**config.mk**
```make
export PLATFORM = sky130hd
export DESIGN_NAME = fifo_with_negative_purge
export DESIGN_NICKNAME = d
export VERILOG_FILES = /design/src/sv/fwnp_pkg.sv /design/src/sv/fifo_with_negative_purge.sv
export SDC_FILE = /design/constraint.sdc
export NUM_CORES = 2
export LEC_CHECK = 0
export BUFFER_PORTS_ARGS = -buffer_cell sky130_fd_sc_hd__buf_2
export CAP_MARGIN = 20
export CORE_MARGIN = 2
export CORE_UTILIZATION = 63
export CTS_CLUSTER_DIAMETER = 50
export CTS_CLUSTER_SIZE = 28
export DETAILED_ROUTE_END_ITERATION = 6
export PLACE_DENSITY_LB_ADDON = 0.15
export SKIP_LAST_GASP = 1
export SYNTH_ARGS = -nofsm -noshare
export SYNTH_HDL_FRONTEND = slang
export SYNTH_SLANG_ARGS = --single-unit
```
**constraint.sdc**
```tcl
create_clock -name clk -period 6.2 [get_ports clk]
set_clock_uncertainty 0.05 [all_clocks]
set_input_delay 1.24 -clock clk [delete_from_list [all_inputs] [get_ports clk]]
set_output_delay 1.24 -clock clk [all_outputs]
set_load 0.005 [all_outputs]
```
**src/sv/fwnp_pkg.sv**
```systemverilog
`timescale 1ns / 1ps
`default_nettype none
// ----------------------------------------------------------------------------
// fwnp_pkg
// Shared sizes, request kinds and response status codes for the linear
// queue with negative purge.
// ----------------------------------------------------------------------------
package fwnp_pkg;

	localparam int DEPTH  = 128;
	localparam int IDX_W  = $clog2(DEPTH);
	localparam int CNT_W  = $clog2(DEPTH + 1);
	localparam int WORD_W = 32;
	localparam int OCC_W  = 8;

	typedef enum logic [1:0] {
		K_PUSH  = 2'd0,
		K_POP   = 2'd1,
		K_PURGE = 2'd2
	} kind_t;

	typedef enum logic [1:0] {
		ST_DONE  = 2'd0,
		ST_FULL  = 2'd1,
		ST_EMPTY = 2'd2
	} status_t;

endpackage

`default_nettype wire

```
**src/sv/fifo_with_negative_purge.sv**
```systemverilog
`timescale 1ns / 1ps
`default_nettype none
// ----------------------------------------------------------------------------
// fifo_with_negative_purge
// Linear (non-circular) queue of signed words in a single-port-write,
// single-port-read synchronous RAM, with push, pop and purge-negatives.
//
//   channel | handshake             | payload
//   --------+-----------------------+------------------------------
//   req     | req_valid / req_stall | kind, value
//   rsp     | rsp_valid / rsp_stall | status, data, occupancy
//
// Push, refused push, refused pop and empty purge: answered from S_IDLE.
// Pop: goes through S_POP behind the registered RAM read.
// Purge: walks the held entries in S_WALK; one RAM read and at most one write each.
// One request in flight; req_stall is high until its response is registered
// and while a registered response is stalled.
// Reset is asynchronous; the RAM contents are not cleared.
// ----------------------------------------------------------------------------
module fifo_with_negative_purge
	import fwnp_pkg::*;
(
	input  wire logic                     clk,
	input  wire logic                     arst_n,
	input  wire logic                     req_valid,
	output logic                          req_stall,
	input  wire logic [1:0]               kind,
	input  wire logic signed [WORD_W-1:0] value,
	output logic                          rsp_valid,
	input  wire logic                     rsp_stall,
	output logic [1:0]                    status,
	output logic signed [WORD_W-1:0]      data,
	output logic [OCC_W-1:0]              occupancy
);

	typedef enum logic [2:0] {
		S_IDLE = 3'b001,
		S_POP  = 3'b010,
		S_WALK = 3'b100
	} state_t;

	function automatic logic [OCC_W-1:0] occ_of(input logic e,
		input logic [IDX_W-1:0] h, input logic [IDX_W-1:0] t);
		logic [CNT_W-1:0] cnt;
		cnt = CNT_W'(t) - CNT_W'(h) + CNT_W'(1);
		return e ? '0 : OCC_W'(cnt);
	endfunction

	logic [WORD_W-1:0] slots [DEPTH];

	state_t            state_q, state_d;
	logic [IDX_W-1:0]  head_q, head_d;
	logic [IDX_W-1:0]  tail_q, tail_d;
	logic              empty_q, empty_d;
	logic [IDX_W-1:0]  rd_idx_q, rd_idx_d;
	logic [CNT_W-1:0]  dst_q, dst_d;
	logic              last_q, last_d;
	logic [WORD_W-1:0] rd_data_q;

	logic              rsp_valid_q;
	status_t           status_q;
	logic [WORD_W-1:0] data_q;
	logic [OCC_W-1:0]  occ_q;

	logic              req_fire;
	logic              wr_en;
	logic [IDX_W-1:0]  wr_addr;
	logic [WORD_W-1:0] wr_data;
	logic [IDX_W-1:0]  rd_addr;
	logic              load;
	status_t           st_d;
	logic [WORD_W-1:0] dat_d;
	logic [OCC_W-1:0]  occ_d;
	logic              keep;
	logic [CNT_W-1:0]  dst_n;

	assign req_stall = (state_q != S_IDLE) || (rsp_valid_q && rsp_stall);
	assign req_fire  = req_valid && !req_stall;
	assign keep      = !rd_data_q[WORD_W-1];
	assign dst_n     = dst_q + CNT_W'(keep);

	always_comb begin
		state_d  = state_q;
		head_d   = head_q;
		tail_d   = tail_q;
		empty_d  = empty_q;
		rd_idx_d = rd_idx_q;
		dst_d    = dst_q;
		last_d   = last_q;
		wr_en    = 1'b0;
		wr_addr  = dst_q[IDX_W-1:0];
		wr_data  = rd_data_q;
		rd_addr  = (state_q == S_WALK) ? rd_idx_q : head_q;
		load     = 1'b0;
		st_d     = ST_DONE;
		dat_d    = '0;
		occ_d    = occ_of(empty_q, head_q, tail_q);
		unique case (state_q)
			S_IDLE: begin
				if (req_fire) begin
					unique case (kind)
						K_PUSH: begin
							load = 1'b1;
							if (empty_q) begin
								head_d  = '0;
								tail_d  = '0;
								empty_d = 1'b0;
								wr_en   = 1'b1;
								wr_addr = '0;
								wr_data = value;
								occ_d   = OCC_W'(1);
							end else if (tail_q == IDX_W'(DEPTH - 1)) begin
								st_d = ST_FULL;
							end else begin
								tail_d  = tail_q + IDX_W'(1);
								wr_en   = 1'b1;
								wr_addr = tail_q + IDX_W'(1);
								wr_data = value;
								occ_d   = occ_of(1'b0, head_q, tail_q + IDX_W'(1));
							end
						end
						K_POP: begin
							if (empty_q) begin
								load = 1'b1;
								st_d = ST_EMPTY;
							end else begin
								state_d = S_POP;
							end
						end
						K_PURGE: begin
							if (empty_q) begin
								load = 1'b1;
							end else begin
								// head is being read now; walk continues from head + 1
								state_d  = S_WALK;
								rd_idx_d = head_q + IDX_W'(1);
								dst_d    = CNT_W'(head_q);
								last_d   = (head_q == tail_q);
							end
						end
						default: begin
							load = 1'b1;
						end
					endcase
				end
			end
			S_POP: begin
				load    = 1'b1;
				dat_d   = rd_data_q;
				state_d = S_IDLE;
				if (head_q == tail_q) begin
					head_d  = '0;
					tail_d  = '0;
					empty_d = 1'b1;
					occ_d   = '0;
				end else begin
					head_d = head_q + IDX_W'(1);
					occ_d  = occ_of(1'b0, head_q + IDX_W'(1), tail_q);
				end
			end
			S_WALK: begin
				// rd_data_q holds the entry issued last cycle; writes trail reads
				wr_en = keep;
				dst_d = dst_n;
				if (last_q) begin
					load    = 1'b1;
					state_d = S_IDLE;
					if (dst_n == CNT_W'(head_q)) begin
						head_d  = '0;
						tail_d  = '0;
						empty_d = 1'b1;
						occ_d   = '0;
					end else begin
						tail_d = IDX_W'(dst_n - CNT_W'(1));
						occ_d  = OCC_W'(dst_n - CNT_W'(head_q));
					end
				end else begin
					rd_idx_d = rd_idx_q + IDX_W'(1);
					last_d   = (rd_idx_q == tail_q);
				end
			end
			default: begin
				state_d = S_IDLE;
			end
		endcase
	end

	always_ff @(posedge clk or negedge arst_n) begin
		if (!arst_n) begin
			state_q     <= S_IDLE;
			head_q      <= '0;
			tail_q      <= '0;
			empty_q     <= 1'b1;
			rd_idx_q    <= '0;
			dst_q       <= '0;
			last_q      <= 1'b0;
			rsp_valid_q <= 1'b0;
		end else begin
			state_q  <= state_d;
			head_q   <= head_d;
			tail_q   <= tail_d;
			empty_q  <= empty_d;
			rd_idx_q <= rd_idx_d;
			dst_q    <= dst_d;
			last_q   <= last_d;
			if (load) begin
				rsp_valid_q <= 1'b1;
			end else if (!rsp_stall) begin
				rsp_valid_q <= 1'b0;
			end
		end
	end

	always_ff @(posedge clk) begin
		if (load) begin
			status_q <= st_d;
			data_q   <= dat_d;
			occ_q    <= occ_d;
		end
	end

	// queue storage: one write port, one registered read port
	always_ff @(posedge clk) begin
		if (wr_en) begin
			slots[wr_addr] <= wr_data;
		end
		rd_data_q <= slots[rd_addr];
	end

	assign rsp_valid = rsp_valid_q;
	assign status    = status_q;
	assign data      = data_q;
	assign occupancy = occ_q;

endmodule

`default_nettype wire

```
==> flow_summary.toml <==
[status]
status = "complete, but fails checks"
failed_checks = "design-rule violations, max-capacitance violations"

[cells_and_area]
final_util = 0.711
final.fill_count = 16900
area.growth.synth_to_final_pct = 12.6
layout.cells.non_filler = 16300
final_nets = 12500
drive_gt1_frac = 0.121

[global_routing]
grtUsageMet1 = 0.528
use_met2 = 0.581
grt-busiest-layer = "met2"
grt_start_max_net_pins = 105
gr-usage-met3 = 0.119
grt_pass1_wl_microns = 760000
antenna_found_initial = 38
grt_overflow = 0
grt_use_total = 0.399
grt_pass1_vias = 104000

[setup_path]
crit_path_frequent_cell = "buf_4"
critical_path.slowest_cell = "nor3_1"
required_ps = 6760
crit_path_start_kind = "flop"
cp.arrival_ps = 6210
worstPathCellList = "ha_1 -> nand3_1 -> nor3_1 -> nand2_1 -> o21ai_0 -> a22oi_1 -> buf_4 -> nand3b_1 -> nand2b_2 -> buf_4 -> nor2_4 -> buf_4"
end_kind = "flop"
worstSetupPathType = "flop to flop"
cp_slowest_stage_delay_ps = 900
crit_fanout = 21

[routing]
dr.pass1.iters = 7
antenna_left = 0
drcViolationCount = 5
via_count = 112000
viasPerCell = 6.87
wl_per_cell_microns = 33.7
wirelength_microns = 547000
first_iter_violations = 19500

[place]
preCtsSetupSlack_ps = 312
detailed_place_hpwl_microns = 330000
gp_congestion = 0.961
placedCellCount = 15500
io_buffers = 81

[clocking]
clock_sinks = 4205
htreeDepth = 5
clk_pin_slew_worst_paths_ps = 70
holdBufCountCts = 0
cts_buffers = 360
cts_resized = 0
clk_latency_ps = 980
cts_root_buf = "clkbuf_16"
tritoncts = "yes"
clock_path_buffers = 4
cts_setup_buffers = 0

[die]
start_util = 0.632
row_count = 189
dieArea_sq_um = 269000
die_height_microns = 519
die_w_microns = 519
io_pins = 82
coreArea_sq_um = 265000

[synthesis]
yosysSeqAreaShare = 0.753
synth_fa_ha_area_frac = 0.00460
synth_top_cells_by_count = "edfxtp_1, nand2_1, nand3_1"
muxShareOfSynthArea = 0.0338
synth_flop_cell = "edfxtp_1"
syn_inst = 12100
yosys.area.top_type_share = 0.744
synthArstFlopShare = 0.00832
synth_cell_types = 76
netlist_area_sq_um = 167000
synth_top_cell_by_area = "edfxtp_1"
yosys_warnings = 0
synth_xor_area_frac = 0.00262
syn_area_per_cell_sq_um = 13.8
ys_seq_elements = 4205
synth_top_family_by_area = "simple AND/OR/NAND/NOR gates"
syn_nets = 12200
yosysMostFrequentCell = "edfxtp_1"
synth_top_cells_by_area = "edfxtp_1, nand2_1, nand3_1, mux2i_1, a21oi_1"
synth-edff-count = 4138
synthSimpleGateAreaFrac = 0.132
synth_compound_gate_area_share = 0.0510

[pwr]
powerDensity_nw_per_um2 = 293
leakagePower_uw = 0.0526
power.total_uw = 55000
ir_worst_vdd_uv = 328

[sta]
timing.final.ws_setup_ps = 548
tns_ps = 0
slew_headroom = 0.0110
fmax_ghz = 0.177
min_period_over_period = 0.912
hold_violations = 0
grt_setup_unrepaired = "false"
finalCriticalPeriod_ps = 5650
slew_violations = 0
finalSetupViolations = 0
worst_pin_slew_ps = 1480

[min_path]
hold_path_class = "input pin to async pin"

[job]
maxCapViolations = 1
==> power by group <==
| part | internal (uW) | switching [uW] |
|---|---|---|
| Combinational | 10.1 | 23.3 |
| Sequential | 30700 | 0.0000000000000131 |
| Clock | 12400 | 11900 |
==> stage by stage <==
stage	hold WS [ps]	cell area [sq um]
2_1_floorplan	441	167000
3_3_place_gp	459	175000
3_5_place_dp	464	175000
4_1_cts	355	188000
5_1_grt	430	188000
6_report	343	188000
==> final cells by class <==
type | instances | area, sq um | share of cell area
diodes | 19 | 47.5 | 0.000253
clock buffers | 378 | 9190 | 0.0489
clock inverters | 292 | 3710 | 0.0197
inverters | 43 | 161 | 0.000858
multi-input cells | 7143 | 39000 | 0.207
flip-flops and latches | 4205 | 126000 | 0.669
well taps | 3533 | 4420 | 0.0235
repair buffers | 637 | 5830 | 0.0310
==> layout by cell type (no fill, tap or decap), types with 76 or more instances in the layout <==
cell       count
a22oi_1      106
o22ai_1      119
nand4_1       76
nand3_1     1463
mux2i_1      489
nor2_4       134
a32oi_1      138
a31oi_1      193
clkbuf_16    365
edfxtp_1    4138
buf_4        452
a21oi_1      478
buf_12        85
buf_2         84
nand2_1     3167
==> routing by layer <==
metal  up-vias  part of all wire
met5         -           0.00023
met4        18             0.078
met3      1683              0.15
met2      9334              0.44
met1     54800              0.33
li1      45700                 -
==> critical path, delay by kind of cell, from the launching register on <==
family | cells | cell delay [ps]
AOI/OAI and AO/OA | 2 | 470
adders and majority gates | 1 | 340
buffers and inverters | 3 | 1140
DFF | 1 | 560
and+or+nand+nor | 6 | 2720
==> final timing paths <==
path / from / to / slack (ps) / cells past startpoint
setup / recovery: tail_q[0] / slots[33][4] / 550 / 12
hold / removal: arst_n / rsp_valid / 340 / 1
min in group clk: dst_q[7] / dst_q[7] / 480 / 2
hold reg to reg: dst_q[7] / dst_q[7] / 480 / 2
max in group asynchronous: arst_n / head_q[5] / 5160 / 1
setup reg to reg: tail_q[0] / slots[33][4] / 550 / 12
==> registers in the layout, summed over array words and instances, names as in the netlist, 2 cells and up <==
| name | cells |
|---|---|
| status | 2 |
| tail_q | 7 |
| dst_q | 8 |
| rd_idx_q | 7 |
| data | 32 |
| slots | 4096 |
| rd_data_q | 32 |
| occupancy | 8 |
| head_q | 7 |
| state_q | 3 |
==> kinds of logic (layout without fill, tap and decap cells) <==
| logic type | count (synthesis) | count (layout) |
|---|---|---|
| AND/OR/NAND/NOR | 5164 | 5164 |
| buffers and inverters | 799 | 1350 |
| AO/OA/AOI/OAI | 1321 | 1321 |
| multiplexers | 549 | 549 |
| XOR/XNOR | 50 | 50 |
| adder cells (fa/ha/maj) | 59 | 59 |
| other | 0 | 19 |
| flip-flops | 4205 | 4205 |
Power figures use the tool's default switching activity.
